`src/hdl/glsw_pkg.sv`:
```
package glsw_pkg;

	localparam int MAP_COLS_DEF    = 64;
	localparam int MAP_ROWS_DEF    = 64;
	localparam int TILE_PIXELS_DEF = 32;

	localparam int XY_W       = 11;
	localparam int TILE_IDX_W = 12;
	localparam int DIV_CYCLES = 2;
	localparam int DIV_CNT_W  = $clog2(DIV_CYCLES);

	typedef enum logic [2:0] {
		ST_CLEAR,
		ST_IDLE,
		ST_DIV,
		ST_SETUP,
		ST_PREP,
		ST_WALK,
		ST_LAST,
		ST_FINISH
	} state_t;

	typedef struct packed {
		logic clr_wr;
		logic wr_tile;
		logic load;
		logic div_step;
		logic setup;
		logic prep;
		logic walk_step;
		logic rd_issue;
		logic found_upd;
		logic found_set;
		logic res_load;
	} cmd_t;

	typedef struct packed {
		logic clr_last;
		logic div_last;
		logic outside;
		logic walk_end;
		logic wall_hit;
	} sts_t;

endpackage

```
`src/hdl/glsw_ctrl.sv`:
```
module glsw_ctrl (
	input  logic           clk,
	input  logic           arst_n,
	input  logic           in_valid,
	output logic           in_stall,
	input  logic           func,
	output logic           out_valid,
	input  logic           out_stall,
	input  glsw_pkg::sts_t sts,
	output glsw_pkg::cmd_t cmd
);

	import glsw_pkg::*;

	state_t state_q;
	state_t state_nxt;
	logic   out_valid_q;
	logic   res_free;

	assign res_free  = !out_valid_q || !out_stall;
	assign in_stall  = (state_q != ST_IDLE);
	assign out_valid = out_valid_q;

	always_ff @(posedge clk or negedge arst_n) begin
		if (!arst_n) begin
			state_q     <= ST_CLEAR;
			out_valid_q <= 1'b0;
		end else begin
			state_q <= state_nxt;
			if (cmd.res_load) begin
				out_valid_q <= 1'b1;
			end else if (!out_stall) begin
				out_valid_q <= 1'b0;
			end
		end
	end

	always_comb begin
		state_nxt = state_q;
		case (state_q)
			ST_CLEAR: begin
				if (sts.clr_last) begin
					state_nxt = ST_IDLE;
				end
			end
			ST_IDLE: begin
				if (in_valid && func) begin
					state_nxt = ST_DIV;
				end
			end
			ST_DIV: begin
				if (sts.div_last) begin
					state_nxt = ST_SETUP;
				end
			end
			ST_SETUP: begin
				state_nxt = sts.outside ? ST_FINISH : ST_PREP;
			end
			ST_PREP: begin
				state_nxt = ST_WALK;
			end
			ST_WALK: begin
				if (sts.wall_hit) begin
					state_nxt = ST_FINISH;
				end else if (sts.walk_end) begin
					state_nxt = ST_LAST;
				end
			end
			ST_LAST: begin
				state_nxt = ST_FINISH;
			end
			ST_FINISH: begin
				if (res_free) begin
					state_nxt = ST_IDLE;
				end
			end
			default: begin
				state_nxt = ST_IDLE;
			end
		endcase
	end

	always_comb begin
		cmd = '0;
		case (state_q)
			ST_CLEAR: begin
				cmd.clr_wr = 1'b1;
			end
			ST_IDLE: begin
				cmd.load    = in_valid && func;
				cmd.wr_tile = in_valid && !func;
			end
			ST_DIV: begin
				cmd.div_step = 1'b1;
			end
			ST_SETUP: begin
				cmd.setup     = 1'b1;
				cmd.found_set = sts.outside;
			end
			ST_PREP: begin
				cmd.prep = 1'b1;
			end
			ST_WALK: begin
				cmd.rd_issue  = 1'b1;
				cmd.found_upd = 1'b1;
				cmd.walk_step = !sts.wall_hit && !sts.walk_end;
			end
			ST_LAST: begin
				cmd.found_upd = 1'b1;
			end
			ST_FINISH: begin
				cmd.res_load = res_free;
			end
			default: begin
				cmd = '0;
			end
		endcase
	end

endmodule

```
`config.mk`:
```
export PLATFORM = sky130hd
export DESIGN_NAME = glsw_ctrl
export DESIGN_NICKNAME = d
export VERILOG_FILES = /design/src/hdl/glsw_pkg.sv /design/src/hdl/glsw_ctrl.sv
export SDC_FILE = /design/constraint.sdc
export NUM_CORES = 1
export LEC_CHECK = 0
export ABC_CLOCK_PERIOD_IN_PS = 1600
export BUFFER_PORTS_ARGS = -buffer_cell sky130_fd_sc_hd__buf_2
export CAP_MARGIN = 20
export CORE_MARGIN = 10
export CORE_UTILIZATION = 25
export CTS_CLUSTER_DIAMETER = 40
export DETAILED_ROUTE_END_ITERATION = 6
export PLACE_DENSITY = 0.53
export SYNTH_ARGS = -nofsm -noshare
export SYNTH_HDL_FRONTEND = slang
export SYNTH_SLANG_ARGS = --single-unit
```
`constraint.sdc`:
```
create_clock -name clk -period 1.6 [get_ports clk]
set_input_delay 0.32 -clock clk [delete_from_list [all_inputs] [get_ports clk]]
set_output_delay 0.32 -clock clk [all_outputs]
set_load 0.01 [all_outputs]
```
# [Word level (Yosys, flattened, before mapping)]
# Index checks and enable logic that the tools add are counted.
[totals] regBits=4 input_bits=10 output_inout_bits=13 elab_cells=47
[op_classes] eq_ne=14 muxes=19 n_reduce_logical=12
[ops] cell="$pmux W3 S8" n=1
[ops] cell="$mux W3" n=6
[ops] cell="$eq A3 B3 Y1 const B" n=4
[ops] cell="$mux W1" n=9
[ops] cell="$ne A2 B2 Y1 const B" n=4
[ops] cell="$eq A3 B2 Y1 const B" n=2
[ops] cell="$mux W2" n=3
[ops] cell="$logic_not A1 Y1" n=5
[ops] cell="$reduce_and A5 Y1" n=1
[ops] cell="$eq A3 B1 Y1 const B" n=1
[ops] cell="$logic_and A1 B1 Y1" n=3
[ops] cell="$logic_not A3 Y1" n=1
[ops] cell="$ne A3 B1 Y1 const B" n=1
[ops] cell="$ne A3 B3 Y1 const B" n=1
[ops] cell="$ne A2 B1 Y1 const B" n=1
[ops] cell="$reduce_or A2 Y1" n=1
[ops] cell="$logic_or A1 B1 Y1" n=1

# [Logic depth before layout (Yosys ltp)]
# Gate-level depths: netlist of run 1.
[depth] ltp_word=4 ltp_mapped=6 mapped_depth_nobuf=5

# [Worst setup path after synthesis of run 1]
# Ideal clock, no wire load.
[synth_path] kind="register -> register" start="register state_q[2]" end="register state_q[1]" setup_ps=128 t_arrival_ps=1451 t_required_ps=1472 setup_slack_ps=21 stages_incl_launch_ff=6 cell_sequence="dfrtp_1 buf_6 and3b_1 nor3b_4 nor4_2 mux2_1"
[synth_via] elab_chain_len=3 word_cells_on_any_way=15 classes_between="eq/ne (12); mux (1); reduce/logical (2)"
[synth_lines] item="start: declaration" line="glsw_ctrl.sv:15" text="state_t state_q;"
[synth_lines] item="start signal: assignment" line="glsw_ctrl.sv:29" text="state_q <= state_nxt;"
[synth_lines] item="$eq A3 B3 Y1, or another cell as far along" line="glsw_ctrl.sv:40" text="case (state_q)"
[synth_lines] item="$ne A3 B3 Y1 (no source line) or $ne A2 B2 Y1 (tied branches)"
[synth_lines] item="$reduce_and A5 Y1 (no source line)"
# Several ways; a longest one is shown, not always the timed one.
# A chain may end at the register's enable or synchronous reset.

==> results of run 1 <==
==> report_power, final <==
group          internal (W)  total (W)  switching [W]
Clock             0.0000839   0.000125      0.0000414
Sequential         0.000156   0.000202      0.0000454
Combinational      0.000330   0.000719       0.000390
Total              0.000570    0.00105       0.000476
==> flip-flops by register name, summed over array words and instances, names as in the netlist <==
name / count
state_q: 3
out_valid: 1
==> worst max-delay path by stage <==
stage,from,end,cells after the start
after floorplan,state_q[2],state_q[1],5
after global placement,sts[4],state_q[1],5
after detailed placement,state_q[1],state_q[1],4
after CTS,state_q[1],cmd[4],3
after global routing,state_q[1],cmd[4],3
final,state_q[1],cmd[4],3
==> kinds of logic (layout without fill, tap and decap cells) <==
logic type,Yosys count,in the layout,share of synthesized area
mux,1,1,0.0321
simple gates,25,25,0.439
buf+inv,5,33,0.0893
compound gates,7,7,0.129
xor+xnor,1,1,0.0250
flops,4,4,0.286
==> synthesized netlist by cell type <==
master     n  share of area
nor2_1     7          0.075
a21oi_1    5          0.071
dfrtp_1    4           0.29
nand2_1    4          0.043
inv_1      2          0.021
nor3_1     2          0.029
a2111oi_2  1          0.043
and2_1     1          0.018
and3_1     1          0.018
and3b_1    1          0.025
buf_2      1          0.014
buf_6      1          0.032
clkbuf_4   1          0.021
mux2_1     1          0.032
nand3_1    1          0.014
nor2_2     1          0.018
nor2b_1    1          0.018
nor3b_1    1          0.021
nor3b_2    1          0.036
nor3b_4    1          0.054
nor4_1     1          0.018
nor4_2     1          0.036
o21ai_0    1          0.014
or3_1      1          0.018
xnor2_1    1          0.025
==> worst min-delay path: cells and delay by family <==
kind	cells	cell delay [ps]
buffers and inverters	1	80
and+or+nand+nor	2	130
==> routing by layer <==
| metal | share of wire | vias to the layer above | wire, um | global-route usage |
|---|---|---|---|---|
| met5 | 0 | - | 0 | 0 |
| met4 | 0.020 | 0 | 23 | 0.0705 |
| met3 | 0.10 | 2 | 119 | 0.0354 |
| met2 | 0.45 | 18 | 508 | 0.0936 |
| li1 | - | 204 | - | - |
| met1 | 0.43 | 185 | 483 | 0.0708 |
==> layout make-up <==
cell class / instances / area share
well taps: 15 / 0.0342
clock buffers: 3 / 0.0410
multi-input cells: 34 / 0.440
inverters: 2 / 0.0137
flip-flops and latches: 4 / 0.185
repair buffers: 28 / 0.287
==> metrics by stage <==
stage / std cells / util / area [sq um]
after global routing: 86 / 0.417 / 549
after detailed placement: 80 / 0.363 / 478
final: 86 / 0.417 / 549
after global placement: 80 / 0.363 / 478
after CTS: 85 / 0.394 / 519
after floorplan: 43 / - / 350
==> layout by cell type, fill, tap and decap left out, types with 2 or more instances in the layout <==
master and count:
inv_1 2, a21oi_1 5, nor2_1 6, nand2_1 4
nor2_2 2, clkbuf_4 3, dfrtp_1 3, nor3_1 2
buf_4 5, buf_2 22
==> what timing repair did <==
item                                   in CTS  in global routing
gates cloned                                0                  0
endpoints found under the hold margin       4                  0
gates resized for setup                     1                  4
setup endpoints to repair                   2                  5
pin swaps                                   0                  1
buffers inserted                            1                  1
hold buffers                                1                  0
==> qor.yml, run 1 <==
grt_pass1_wl_mm: 1.80
antenna_left: 0
worst_pin_slew_ps: 306
core_sq_um: 1320
routabilityCongestion: 0.708
io_pins: 23
period_needed_ps: 1610
fmaxAchievable_mhz: 620
dp_hpwl_um: 880
fillers: 147
yosysWarnings: 0
maxCapViolCount: 0
drt_pre_antenna_iters: 4
clock_latency_ps: 230
antenna_found_initial: 0
finalClockSkew_ps: 0.876
cts_buffer_depth: 2
cpPeakStageDelay_ps: 420
syn_inst: 43
min_path_type: "in2reg"
finalHoldViolCount: 0
setup_ws_ps: -13.8
drc: 0
rr_worst_depth: 4
r2r_slack_ps: 100
worstSetupPathType: "reg2out"
start_kind: "flop"
drv_slew: 0
slew-limit-headroom: 0.796
ir_worst_vdd_mv: 0.807
cp_top_family: "simple AND/OR/NAND/NOR gates"
cts_tree: "yes"
hold_slack_ps: 335
fin_nets: 83
dieArea_sq_um: 3300
diodes: 0
clkTransAtPathRegs_ps: 40
cts_sinks: 4
vias: 409
crit_buf_inv: 1
wire_per_inst_um: 13.2
portBuffers: 22
synth_cell_types: 25
rr_startpoint: "state_q[0]"
hp-start: "out_stall"
hold_path_end: "out_valid"
initial_core_util: 0.266
numCtsBuffers: 3
htreeDepth: 1
area_growth_pct: 56.8
syn_area_sq_um: 350
hold_depth: 3
rows: 13
vias_per_cell: 4.76
rsz0062_at_grt: "true"
grt_overflow: 0
grt_usage: 0.0683
multiInputGateArea_sq_um: 241
power_w: 0.00105
failed_checks: "negative setup slack"
synth_area_per_cell_sq_um: 8.15
dpl_worst_slack_ps: 40.8
slowest_stage: "dfrtp_2"
setup_viol: 1
grt_max_degree: 10
first_iter_violations: 5
outcome: "complete, but fails checks"
worst_ep_required_time_ps: 1280
path_max_fanout: 4
drive_gt1_frac: 0.549
timing.rr.end: "state_q[1]"
fp.dieH_um: 57.4
fin_crit_sh: 1.01
seqCellArea_sq_um: 101
cts-root-buf: "clkbuf_4"
die_w_um: 57.4
p_per_area_nw_per_um2: 1900
synth_seq_cells: 4
cp.arrival_ps: 1290
fin_tns_setup_ps: -13.8
grt_pass1_vias: 438
p_leak_nw: 0.281
routed_wl_mm: 1.13
syn-num-nets: 53
yosysSeqAreaShare: 0.286
crit_chain: "and3b_1, nor3b_4, buf_2"
cp-end-kind: "output pin"
Note: power is estimated with default switching activity, not from simulation.
==> inputs of run 2 (changes only) <==
- PLACE_DENSITY: 0.53 -> default
- PLACE_DENSITY_LB_ADDON: default -> 0.2
==> run 2 against run 1 <==
The flow still finishes with violations (negative setup slack). Wire length fell by 3.7%. Fmax decreased by 1.8%. Non-clock buffer count increased by 6. Die area stayed put. Final cell count grew 7.0%. Power grew 14%. Register-to-register slack barely moved. Utilization up 6.7 points. Via count stayed put. Clock power decreased by 4%. Critical path depth increased by 1. Largest cell class unchanged. Largest power group unchanged. Highest routed layer is now met3.
==> qor.yml, run 2 (synthesis gave the netlist of run 1 again) <==
outcome: "complete, but fails checks"
failed_checks: "negative setup slack"
finalHoldViolCount: 0  # unchanged
cp.arrival_ps: 1320  # +30 ps
min_path_type: "in2reg"
fin_crit_sh: 1.03  # +0.0189
vias: 409  # unchanged
place_area_sq_um: 508  # +6.3%
top_register: "state_q"
first_iter_violations: 3  # -2
htreeDepth: 1  # unchanged
cp-startpoint: "state_q[1]"
dpl_worst_slack_ps: 46.4  # +5.56 ps
numCtsBuffers: 3  # unchanged
cp-end-kind: "output pin"
grt_overflow: 0  # unchanged
diodes: 0  # unchanged
p_leak_nw: 0.326  # +16%
multiInputGateArea_sq_um: 278  # +15%
io_pins: 23  # unchanged
cts_buffer_depth: 2  # unchanged
rr_startpoint: "state_q[1]"
path_max_fanout: 4  # unchanged
antenna_found_initial: 0  # unchanged
slew-limit-headroom: 0.755  # -0.0412
routed_wl_mm: 1.09  # -3.7%
finalClockSkew_ps: 0.658  # -0.219 ps
routabilityCongestion: 0.741  # +4.6%
p_per_area_nw_per_um2: 1870  # -1.9%
vias_per_cell: 4.45  # -6.5%
grt_pass1_vias: 420  # -4.1%
cp_top_family: "simple AND/OR/NAND/NOR gates"
crit_buf_inv: 2  # +1
worst_ep_required_time_ps: 1280  # about the same
seqCellArea_sq_um: 103  # +1.2%
rsz0062_at_grt: "true"
drive_gt1_frac: 0.636  # +0.0871
clkTransAtPathRegs_ps: 40  # about the same
crit_chain: "and3b_1, nor3b_4, buf_4, buf_6"
drc: 0  # unchanged
cts_tree: "yes"
grt_max_degree: 8  # -2
dieArea_sq_um: 3300  # unchanged
core_sq_um: 1320  # unchanged
cts_sinks: 4  # unchanged
fillers: 130  # -12%
hp-start: "out_stall"
cpPeakStageDelay_ps: 410  # about the same
area_growth_pct: 82.1
period_needed_ps: 1640  # +30.2 ps
rows: 13  # unchanged
grt_usage: 0.0674  # -0.000876
clock_latency_ps: 230  # about the same
largest_reg_flops: 3  # unchanged
portBuffers: 22  # unchanged
maxCapViolCount: 0  # unchanged
fmaxAchievable_mhz: 608  # -1.8%
drv_slew: 0  # unchanged
final_cell_mix: "21 x buf_2, 11 x buf_4, 6 x nor2_1, 4 x nand2_1, 4 x a21oi_1"
grt_pass1_wl_mm: 1.79  # -0.33%
setup_ws_ps: -44.0  # -30.2 ps
ir_worst_vdd_mv: 0.810  # +0.38%
start_kind: "flop"
fin_nets: 89  # +7.2%
slowest_stage: "dfrtp_2"
setup_viol: 1  # unchanged
worstSetupPathType: "reg2out"
wire_per_inst_um: 11.9  # -10%
fin_area_sq_um: 638  # +16%
antenna_left: 0  # unchanged
drt_pre_antenna_iters: 4  # unchanged
initial_core_util: 0.266  # unchanged
worst_pin_slew_ps: 368  # +61.8 ps
final_common_cell: "buf_2"
cts-root-buf: "clkbuf_4"
fp.dieH_um: 57.4  # unchanged
dp_hpwl_um: 889  # +1.0%
die_w_um: 57.4  # unchanged
==> run 2: what timing repair did <==
action,CTS,global route
resized for setup,5,8
setup buffers,4,0
hold buffers,1,0
endpoints found under the hold margin,4,0
endpoints found under the setup margin,3,8
pin swaps,2,1
==> run 2: path summary, 6_finish.rpt <==
kind	cells after the start	slack, ps	endpoint
setup reg to reg	5	90	state_q[1]
max in group asynchronous	2	1050	state_q[1]
hold reg to reg	2	530	out_valid
setup / recovery	4	-40	cmd[4]
hold / removal	3	340	out_valid
min in group asynchronous	2	420	out_valid
==> run 2: metal layers <==
| metal | global-route usage | share of wire | wire [um] |
|---|---|---|---|
| met1 | 0.0818 | 0.46 | 505 |
| met2 | 0.0951 | 0.49 | 535 |
| met5 | 0 | 0 | 0 |
| met4 | 0.0604 | 0 | 0 |
| met3 | 0.0155 | 0.047 | 51 |
==> run 2: cell type report <==
cell class              instances  area share
inverters                       2      0.0118
repair buffers                 34       0.327
flip-flops and latches          4       0.161
clock buffers                   3      0.0353
well taps                      15      0.0294
multi-input cells              34       0.435
==> run 2: tightest hold or removal path, delay by kind of cell <==
| family | cells | cell delay (ps) |
|---|---|---|
| buf+inv | 1 | 90 |
| simple gates | 2 | 130 |
==> run 2: power by group <==
group	switching, W	internal, W
Sequential	0.0000535	0.000159
Combinational	0.000420	0.000440
Clock	0.0000367	0.0000836
Total	0.000510	0.000682
==> run 2: per-stage QoR <==
step | utilization | hold WS, ps | instances | TNS [ps] | total power (W)
after floorplan | - | 24.4 | 43 | 0 | 0.000648
after global placement | 0.386 | 128 | 84 | 0 | 0.000897
after detailed placement | 0.386 | 126 | 84 | 0 | 0.000901
after CTS | 0.451 | 337 | 92 | -40.0 | 0.00112
after global routing | 0.484 | 357 | 92 | -345 | 0.00132
final | 0.484 | 339 | 92 | -44.0 | 0.00119
